### config.mk
export PLATFORM = sky130hd
export DESIGN_NAME = presence_rise_detector_hold
export DESIGN_NICKNAME = d
export VERILOG_FILES = /design/src/rtl/prdh_pkg.sv /design/src/rtl/presence_rise_detector_hold.sv
export SDC_FILE = /design/constraint.sdc
export NUM_CORES = 1
export LEC_CHECK = 0
export BUFFER_PORTS_ARGS = -buffer_cell sky130_fd_sc_hd__buf_2
export CAP_MARGIN = 30
export CELL_PAD_IN_SITES_DETAIL_PLACEMENT = 1
export CELL_PAD_IN_SITES_GLOBAL_PLACEMENT = 1
export CORE_ASPECT_RATIO = 1.1
export CORE_MARGIN = 4
export CORE_UTILIZATION = 44
export DETAILED_ROUTE_END_ITERATION = 8
export PLACE_DENSITY_LB_ADDON = 0.1
export SLEW_MARGIN = 20
export SYNTH_ARGS = -nofsm -noshare
export SYNTH_HDL_FRONTEND = slang
export SYNTH_SLANG_ARGS = --single-unit
### constraint.sdc
create_clock -name clk_i -period 7 [get_ports clk_i]
set_input_delay 1.4 -clock clk_i [delete_from_list [all_inputs] [get_ports clk_i]]
set_output_delay 1.4 -clock clk_i [all_outputs]
set_load 0.02 [all_outputs]
### src/rtl/prdh_pkg.sv
// package with register indexes, field widths and reset values of the presence detector
package prdh_pkg;

  // configuration register indexes
  localparam logic [1:0] RegRiseThreshold = 2'd0;
  localparam logic [1:0] RegHoldLength    = 2'd1;
  localparam logic [1:0] RegNearLimit     = 2'd2;

  // fixed field widths
  localparam int unsigned SampleFieldW = 16;
  localparam int unsigned ThresholdW   = 16;
  localparam int unsigned HoldW        = 10;
  localparam int unsigned CfgIndexW    = 2;
  localparam int unsigned CfgDataW     = 16;
  localparam int unsigned OutDataW     = 8;

  // register reset values
  localparam logic [ThresholdW-1:0] RiseThresholdReset = 16'd800;
  localparam logic [HoldW-1:0]      HoldLengthReset    = 10'd750;
  localparam logic [ThresholdW-1:0] NearLimitReset     = 16'd2600;

  // bit positions in the result tdata
  localparam int unsigned OutDetectedBit   = 0;
  localparam int unsigned OutWindowFullBit = 1;

endpackage

### src/rtl/presence_rise_detector_hold.sv
// top level of the presence rise detector with hold
//
// Usage:
// - s_axis carries one distance sample per request in tdata[15:0]; only the low
//   SAMPLE_BITS bits are used. a zero sample while the window fills is ignored.
// - m_axis returns one result per sample: tdata[0] detected, tdata[1] window_full.
// - cfg writes rise_threshold (0), hold_length (1) and near_limit (2); other
//   indexes are dropped. cfg_ready_o is always high; write only while idle.
// Timing:
// - input request to result valid: the accepting edge writes the window ram and
//   reads the oldest entry into the stage register; the result register is loaded
//   after the compare and hold update once the output can take it.
// - one sample per cycle sustained while m_axis_tready is high; the
//   single-port-write / single-read window ram and the registered hold update set that figure.
// Reset:
// - rst_ni clears the write pointer, fill flag, hold state and valid flags and
//   loads the register reset values; the window ram is not cleared, entries
//   are only used in a compare after they are written.
// Stall:
// - when m_axis_tready is low the result stays in the output register, one more
//   sample waits in the stage register, then s_axis_tready drops.
module presence_rise_detector_hold
  import prdh_pkg::*;
#(
  parameter int unsigned WINDOW_GROUPS = 8,
  parameter int unsigned SAMPLE_BITS   = 16
) (
  input  logic                 clk_i,
  input  logic                 rst_ni,
  // input stream
  input  logic                 s_axis_tvalid,
  output logic                 s_axis_tready,
  input  logic [SampleFieldW-1:0] s_axis_tdata,  // [15:0] sample
  // result stream
  output logic                 m_axis_tvalid,
  input  logic                 m_axis_tready,
  output logic [OutDataW-1:0]  m_axis_tdata,     // [0] detected, [1] window_full, rest zero
  // configuration writes
  input  logic                 cfg_valid_i,
  output logic                 cfg_ready_o,
  input  logic [CfgIndexW-1:0] cfg_index_i,
  input  logic [CfgDataW-1:0]  cfg_data_i
);

  localparam int unsigned Window = 8 * WINDOW_GROUPS;
  localparam int unsigned PtrW   = $clog2(Window);
  localparam int unsigned DiffW  = ((SAMPLE_BITS > ThresholdW) ? SAMPLE_BITS : ThresholdW) + 2;
  localparam logic [PtrW-1:0] LastPtr = PtrW'(Window - 1);

  // configuration registers
  logic [ThresholdW-1:0] rise_thr_q;
  logic [HoldW-1:0]      hold_len_q;
  logic [ThresholdW-1:0] near_lim_q;

  assign cfg_ready_o = 1'b1;

  always_ff @(posedge clk_i or negedge rst_ni) begin
    if (!rst_ni) begin
      rise_thr_q <= RiseThresholdReset;
      hold_len_q <= HoldLengthReset;
      near_lim_q <= NearLimitReset;
    end else if (cfg_valid_i) begin
      unique case (cfg_index_i)
        RegRiseThreshold: rise_thr_q <= cfg_data_i;
        RegHoldLength:    hold_len_q <= cfg_data_i[HoldW-1:0];
        RegNearLimit:     near_lim_q <= cfg_data_i;
        default: ;
      endcase
    end
  end

  // handshake and pipeline control
  logic in_acc, adv;
  logic s1_valid_q, s1_valid_d;
  logic out_valid_q, out_valid_d;

  assign adv           = s1_valid_q && (!out_valid_q || m_axis_tready);
  assign s_axis_tready = !s1_valid_q || adv;
  assign in_acc        = s_axis_tvalid && s_axis_tready;

  always_comb begin
    s1_valid_d = in_acc ? 1'b1 : (adv ? 1'b0 : s1_valid_q);
    out_valid_d = adv ? 1'b1 : (m_axis_tready ? 1'b0 : out_valid_q);
  end

  // sample masking
  logic [31:0]            samp_ext;
  logic [SAMPLE_BITS-1:0] samp;

  assign samp_ext = {16'b0, s_axis_tdata};
  assign samp     = samp_ext[SAMPLE_BITS-1:0];

  // window pointer and fill state
  logic [PtrW-1:0] wp_q, wp_d, wp_inc;
  logic            full_q, full_d;
  logic            mem_we;

  assign wp_inc = (wp_q == LastPtr) ? '0 : wp_q + 1'b1;
  assign mem_we = in_acc && (full_q || (samp != '0));

  always_comb begin
    wp_d   = mem_we ? wp_inc : wp_q;
    full_d = full_q || (mem_we && (wp_q == LastPtr));
  end

  always_ff @(posedge clk_i or negedge rst_ni) begin
    if (!rst_ni) begin
      wp_q        <= '0;
      full_q      <= 1'b0;
      s1_valid_q  <= 1'b0;
      out_valid_q <= 1'b0;
    end else begin
      wp_q        <= wp_d;
      full_q      <= full_d;
      s1_valid_q  <= s1_valid_d;
      out_valid_q <= out_valid_d;
    end
  end

  // window ram: write the new sample, read the entry after it as the oldest
  logic [SAMPLE_BITS-1:0] win_mem [Window];
  logic [SAMPLE_BITS-1:0] s1_old_q;
  logic [SAMPLE_BITS-1:0] s1_samp_q;
  logic                   s1_cmp_q;
  logic                   s1_full_q;

  always_ff @(posedge clk_i) begin
    if (mem_we) begin
      win_mem[wp_q] <= samp;
    end
    if (in_acc) begin
      s1_old_q <= win_mem[wp_inc];
    end
  end

  // stage register payload
  always_ff @(posedge clk_i) begin
    if (in_acc) begin
      s1_samp_q <= samp;
      s1_cmp_q  <= full_q;
      s1_full_q <= full_d;
    end
  end

  // compare and hold update
  logic              hold_act_q, hold_act_d;
  logic [HoldW-1:0]  hold_cnt_q, hold_cnt_d;
  logic signed [DiffW-1:0] margin;
  logic              rise_hit, near_hit, det;

  assign margin = $signed(DiffW'(s1_samp_q)) - $signed(DiffW'(s1_old_q))
                - $signed(DiffW'(rise_thr_q));
  assign rise_hit = !margin[DiffW-1];
  assign near_hit = DiffW'(s1_samp_q) > DiffW'(near_lim_q);

  always_comb begin
    hold_act_d = hold_act_q;
    hold_cnt_d = hold_cnt_q;
    det        = 1'b0;
    if (s1_cmp_q) begin
      if (rise_hit) begin
        det        = 1'b1;
        hold_act_d = 1'b1;
      end
      if (hold_act_d && (hold_cnt_q < hold_len_q)) begin
        hold_cnt_d = hold_cnt_q + 1'b1;
        det        = 1'b1;
      end
      if (hold_cnt_d >= hold_len_q) begin
        hold_act_d = 1'b0;
        hold_cnt_d = '0;
      end
      if (near_hit) begin
        hold_cnt_d = '0;
        hold_act_d = 1'b1;
        det        = 1'b1;
      end
    end
  end

  always_ff @(posedge clk_i or negedge rst_ni) begin
    if (!rst_ni) begin
      hold_act_q <= 1'b0;
      hold_cnt_q <= '0;
    end else if (adv) begin
      hold_act_q <= hold_act_d;
      hold_cnt_q <= hold_cnt_d;
    end
  end

  // result register
  logic out_det_q, out_full_q;

  always_ff @(posedge clk_i) begin
    if (adv) begin
      out_det_q  <= det;
      out_full_q <= s1_full_q;
    end
  end

  always_comb begin
    m_axis_tdata                   = '0;
    m_axis_tdata[OutDetectedBit]   = out_det_q;
    m_axis_tdata[OutWindowFullBit] = out_full_q;
  end

  assign m_axis_tvalid = out_valid_q;

endmodule

==> Yosys cells after proc, flatten, opt, wreduce, memory -nomap -nowiden <==
Memory sizes are Yosys's and may differ from the RTL's. A register that Yosys moved wholly into a read port is not among the register bits.
Index checks and enable logic that the tools add are counted.
{ "word_totals": {"reg_bits": 82, "mem_bits_rw": 1024, "inputBits": 39, "output_inout_bits": 11, "wordCells": 62, "mem_count": 1} }
{ "op_classes": {"add_sub_neg": 4, "n_lt_le_gt_ge": 3, "eq_ne": 3, "n_mux": 18, "reduce_logical": 19} }
{ "mem_list": {"columns": ["memory", "words", "width", "read_ports", "rd_ports_with_merged_regs", "wr", "line", "source"], "rows": [
  ["win_mem", 64, 16, 1, 1, 1, "presence_rise_detector_hold.sv:121", "logic [SAMPLE_BITS-1:0] win_mem [Window];"]
]} }
{ "op_table": {"columns": ["op", "n"], "rows": [
  ["10-bit 2-to-1 mux", 4],
  ["17-bit by 17-bit subtractor with 18-bit output", 1],
  ["16-bit by 16-bit subtractor with 17-bit output", 1],
  ["16-bit > comparator", 1],
  ["16-bit nonzero test", 1],
  ["1-bit 2-to-1 mux", 13],
  ["10-bit by 1-bit adder with 10-bit output (second input constant)", 1],
  ["10-bit >= comparator", 1],
  ["10-bit < comparator", 1],
  ["2-bit AND reduction", 4],
  ["6-bit by 1-bit adder with 6-bit output (second input constant)", 1],
  ["6-bit == test (second input constant)", 1],
  ["6-bit 2-to-1 mux", 1],
  ["1-bit logical AND", 5],
  ["1-bit logical OR", 4],
  ["2-bit nonzero test", 2],
  ["2-bit by 1-bit == test with 1-bit output (second input constant)", 1],
  ["2-bit == test (second input constant)", 1],
  ["1-bit logical NOT", 2],
  ["2-bit logical NOT", 1]
]} }

==> Depth between registers and ports, before layout <==
{ "logic_depth": {"word_depth": 10, "depth_mapped": 32, "depth_no_buf": 29} }

==> Worst setup path before layout <==
No wires, ideal clock.
{ "synth_path": {"kind": "register -> register", "start": "register s1_samp_q[0]", "end": "register hold_cnt_q[6]", "setup_time_ps": 82, "t_arrival_ps": 5288, "t_required_ps": 6918, "path_slack_ps": 1630, "path_stages_with_launch": 31, "n_path_buf": 3, "synth_period_minus_slack_ps": 5370, "path_cell_list": "edfxtp_1 > inv_1 > ha_1 > fa_1 > nor2b_1 > o31a_1 > o31a_1 > o21a_1 > o21ai_0 > a31oi_1 > mux2_2 > nand3_1 > ha_1 > nand3_1 > o22ai_1 > nor2_1 > a22oi_1 > o22a_1 > buf_2 > buf_2 > mux2_2 > ha_1 > nand2_1 > o21ai_0 > a21oi_1 > o21ai_0 > a21oi_1 > and2_1 > clkbuf_1 > a41oi_1 > a31oi_1"} }
{ "synth_via": {"elab_chain_len": 10, "word_cells_on_any_way": 11, "classes_between": "2 x add/sub; 2 x order compare; 6 x mux; 1 x reduce/logical"} }
{ "synth_rtl": {"columns": ["item", "line", "source"], "rows": [
  ["start: declaration", "presence_rise_detector_hold.sv:123", "logic [SAMPLE_BITS-1:0] s1_samp_q;"],
  ["start signal: assignment", "presence_rise_detector_hold.sv:139", "s1_samp_q <= samp;"],
  ["16-bit by 16-bit subtractor with 17-bit output", "presence_rise_detector_hold.sv:151", "assign margin = $signed(DiffW'(s1_samp_q)) - $signed(DiffW'(s1_old_q))"],
  ["17-bit by 17-bit subtractor with 18-bit output", "presence_rise_detector_hold.sv:152", "- $signed(DiffW'(rise_thr_q));"],
  ["1-bit 2-to-1 mux", "presence_rise_detector_hold.sv:161", "if (rise_hit) begin"],
  ["1-bit 2-to-1 mux", "presence_rise_detector_hold.sv:160", "if (s1_cmp_q) begin"],
  ["1-bit logical AND", "presence_rise_detector_hold.sv:165", "if (hold_act_d && (hold_cnt_q < hold_len_q)) begin"],
  ["10-bit 2-to-1 mux", "presence_rise_detector_hold.sv:165", null],
  ["10-bit 2-to-1 mux", "presence_rise_detector_hold.sv:160", null],
  ["10-bit >= comparator", "presence_rise_detector_hold.sv:169", "if (hold_cnt_d >= hold_len_q) begin"],
  ["10-bit 2-to-1 mux", "presence_rise_detector_hold.sv:169", null],
  ["10-bit 2-to-1 mux (*)", "presence_rise_detector_hold.sv:173", "if (near_hit) begin"],
  ["end signal: assignment", "presence_rise_detector_hold.sv:187", "hold_cnt_q <= hold_cnt_d;"],
  ["end: declaration", "presence_rise_detector_hold.sv:147", "logic [HoldW-1:0] hold_cnt_q, hold_cnt_d;"]
]} }
Every way passes the cells marked *; elsewhere a longest branch is shown, timed or not. The select of a mux whose other input is x is not followed.
A chain may end at the register's enable or synchronous reset.

==> Worst setup path after layout <==
{ "layout_path": {"start": "register s1_old_q[0] (read register of win_mem)", "end": "register hold_cnt_q[7]"} }
{ "layout_via": {"elab_chain_len": 10} }
{ "layout_rtl": {"columns": ["item", "line", "source"], "rows": [
  ["start: declaration", "presence_rise_detector_hold.sv:122", "logic [SAMPLE_BITS-1:0] s1_old_q;"],
  ["16-bit by 16-bit subtractor with 17-bit output (*)", "presence_rise_detector_hold.sv:151", null],
  ["17-bit by 17-bit subtractor with 18-bit output (*)", "presence_rise_detector_hold.sv:152", null],
  ["1-bit 2-to-1 mux (*)", "presence_rise_detector_hold.sv:161", null],
  ["1-bit 2-to-1 mux (*)", "presence_rise_detector_hold.sv:160", null],
  ["1-bit logical AND (*)", "presence_rise_detector_hold.sv:165", null],
  ["10-bit 2-to-1 mux (*)", "presence_rise_detector_hold.sv:165", null],
  ["10-bit 2-to-1 mux (*)", "presence_rise_detector_hold.sv:160", null],
  ["10-bit >= comparator", "presence_rise_detector_hold.sv:169", null],
  ["10-bit 2-to-1 mux (*)", "presence_rise_detector_hold.sv:169", null],
  ["10-bit 2-to-1 mux (*)", "presence_rise_detector_hold.sv:173", null]
]} }
Marked as above.

==> impl_metrics.yaml <==
floorplan:
  dieArea_um2: 110100
  start_util: 0.4439
  core_area_um2: 104000
  die_w_um: 316.8
  io_pins: 50
  die_h_um: 347.6
  rows: 124
cells_and_area:
  final_nets: 3535
  fin_cells: 4909
  layout-drive-gt1-share: 0.1128
  area_growth_pct: 12.28
  seqCellArea_um2: 33400
  multiInputGateArea_um2: 11400
  fillerInstances: 10330
  layout_commonest_cell: "edfxtp_1"
  final_cell_mix: "edfxtp_1 (1060), nand2_1 (758), nand3_1 (249)"
  utilization: 0.4984
critical_path:
  r2r_setup_slack_ps: 600
  worst_setup_path_end_kind: "flop"
  r2r_end: "hold_cnt_q[7]"
  critPathRequiredTime_ps: 7590
  start_kind: "flop"
  cp_max_fo: 19
  reg2reg_depth: 26
  critPathArrivalTime_ps: 6990
  reg2reg_from: "s1_old_q[0]"
  critical_path_class: "flop to flop"
pwr:
  static-leakage-power_nw: 18.23
  p_per_area_nw_per_um2: 428.7
  p_total_w: 0.02221
  switching_share: 0.3864
  clock_power_share: 0.279
  p_sw_w: 0.008582
  internal_power_w: 0.01363
  max-vdd-ir-drop_mv: 0.4056
  pwr-share-seq: 0.354
  p_comb_frac: 0.367
clock_tree:
  clockBufferDepth: 3
  cts.sinks: 1122
  cts_root_buf: "clkbuf_16"
  cts_resized: 0
  cts_tree: "built"
  cts_made_buffers: 114
  ctsHoldBuffers: 0
  cts_max_level: 3
  clock_latency_ps: 690
  cts_setup_buffers: 0
  cts.clk_slew.worst_paths_ps: 60
logic_synthesis:
  async_reset_ff_frac: 0.05526
  synth_edf_count: 1060
  ys_warn_count: 0
  syn_area_per_cell_um2: 13.79
  synth.distinct_cells: 67
  syn_area_um2: 46140
  ys.flop_type: "edfxtp_1"
  synth-seq-cells: 1122
  synth_cells: 3345
  ys_seq_area_frac: 0.7238
global_route:
  antenna_found_initial: 4
  grt_pass1_wl_mm: 202.9
  track_usage: 0.2501
  grt_start_max_net_pins: 170
  first_global_vias: 30600
  gr-total-overflow: 0
sta:
  final_max_slew_viol_count: 0
  slew_headroom: 0.3474
  skew_ps: 23.02
  maxClockFrequency_mhz: 156.2
  finalCriticalPeriod_ps: 6404
  finalCritPeriodShare: 0.9148
  tns_ps: 0
  rsz0062_at_grt: "no"
  final_hold_viol_count: 0
  worst_slew_pin_slew_ps: 979.0
  finalSetupViolCount: 0
hold_path:
  min_to: "out_full_q"
  min_path_cells: 0
  hp-start: "s1_full_q"
  min-delay-path-class: "flop to flop"
routing:
  routed_via_density: 5.893
  ant_nets: 0
  wire_per_inst_um: 28.19
  wl_mm: 138.4
  drt_first_pass_iters: 5
  drc: 0
  vias: 28930
  drtIter0Drc: 2635
placed_design:
  io_buffers: 42
  gp_congestion: 0.8331
  dpl.hpwl_mm: 81.38
  dp_cells: 4695
job:
  drv_cap: 0
run_status:
  status: "finished clean"
## per-layer routing
layer  vias up  GRT usage  share of wire
li1      12730          -              -
met1     15080     0.3262           0.41
met5         -          0        0.00010
met3       229    0.03262          0.053
met4         2     0.1058          0.043
met2       893     0.4233           0.49
## cell families (layout without fill, tap and decap cells)
kind of cell               Yosys count  after routing  share of synthesized area
AOI/OAI and AO/OA                  425            425                    0.06416
muxes                              163            163                    0.03810
and+or+nand+nor                   1267           1267                     0.1193
other                                2              9                  0.0001628
DFF                               1122           1122                     0.7238
adders and majority gates           69             69                    0.01887
buffers and inverters              272            443                    0.03083
xor gates and xnor gates            25             25                   0.004745
## cell usage after synthesis, types with 8 or more instances
master | number | area, µm²
inv_1 | 67 | 251.5
mux2i_1 | 125 | 1251
nand3_1 | 249 | 1246
nor3_1 | 16 | 80.08
dfstp_2 | 14 | 367.9
clkbuf_1 | 59 | 221.5
a31oi_1 | 57 | 356.6
nand4_1 | 60 | 375.4
buf_6 | 17 | 191.4
or3_1 | 13 | 81.33
a32oi_1 | 110 | 963.4
buf_2 | 74 | 370.4
o22ai_1 | 25 | 156.4
mux2_2 | 31 | 349.1
nand2_1 | 758 | 2845
edfxtp_1 | 1060 | 31830
dfrtp_1 | 48 | 1201
nor2_1 | 95 | 356.6
and3_1 | 28 | 175.2
xnor2_1 | 18 | 157.7
a32o_1 | 9 | 90.09
buf_1 | 14 | 52.55
a21oi_1 | 85 | 425.4
buf_4 | 38 | 285.3
o21ai_0 | 49 | 245.2
ha_1 | 68 | 850.8
a21o_1 | 10 | 75.07
a211oi_1 | 14 | 105.1
a2111oi_0 | 8 | 70.07
and2_1 | 8 | 50.05
## stage by stage
stage	setup slack, ps	hold WS (ps)	area [µm²]
finish	596.3	445.5	51810
global route	124.2	462.2	51800
CTS	171.5	451.0	51780
detailed placement	207.2	440.0	48000
global placement	556.5	433.5	48000
floorplan	1630	400.3	46160
## power groups by stage
stage	Clock, W	Combinational [W]	Sequential (W)
2_1_floorplan	0	0.00486	0.00791
3_3_place_gp	0	0.00794	0.00799
3_5_place_dp	0	0.00812	0.00800
4_1_cts	0.00631	0.00816	0.00786
5_1_grt	0.00661	0.00872	0.00789
6_report	0.00620	0.00814	0.00787
## sequential cells by signal, indices dropped and copies added (netlist names)
| signal | flops |
|---|---|
| out_full_q | 1 |
| rise_thr_q | 16 |
| s1_valid_q | 1 |
| m_axis_tvalid | 1 |
| s1_old_q | 16 |
| out_det_q | 1 |
| s1_full_q | 1 |
| win_mem | 1024 |
| near_lim_q | 16 |
| s1_cmp_q | 1 |
| hold_cnt_q | 10 |
| hold_act_q | 1 |
| wp_q | 6 |
| s1_samp_q | 16 |
| hold_len_q | 10 |
| full_q | 1 |
## cell type report
cell class | count | area share
clock inverters | 74 | 0.01502
well taps | 1386 | 0.03347
diodes | 2 | 0.00009660
flip-flops and latches | 1122 | 0.6447
inverters | 67 | 0.004854
clock buffers | 136 | 0.05789
repair buffers | 166 | 0.02401
multi-input cells | 1956 | 0.2200
## worst max-delay path, cell delays in order, from the launching register on
cell and delay [ps]:
edfxtp_1 390, ha_1 240, fa_1 400, nor2b_1 170, o31a_1 190, o31a_1 190
o21a_1 150, o21ai_0 110, a31oi_1 370, mux2_2 380, nand3_1 80, ha_1 150
nand3_1 110, o22ai_1 180, nor2_1 80, a22oi_1 450, o22a_2 410, buf_4 270
and3_1 220, xor2_1 180, ha_1 250, a21oi_1 150, o21ai_0 130, a21oi_2 290
nand2_1 280, a31o_2 300, a31oi_1 160
## worst max-delay path by stage
stage	start	endpoint	slack (ps)	depth (start not counted)
after detailed placement	s1_old_q[0]	hold_cnt_q[1]	210	26
after global placement	s1_old_q[0]	hold_cnt_q[6]	560	26
after floorplan	s1_samp_q[0]	hold_cnt_q[6]	1630	30
after global routing	s1_old_q[0]	hold_cnt_q[1]	120	25
final	s1_old_q[0]	hold_cnt_q[7]	600	26
after CTS	s1_old_q[0]	hold_cnt_q[1]	170	26
Power figures use the tool's default switching activity.
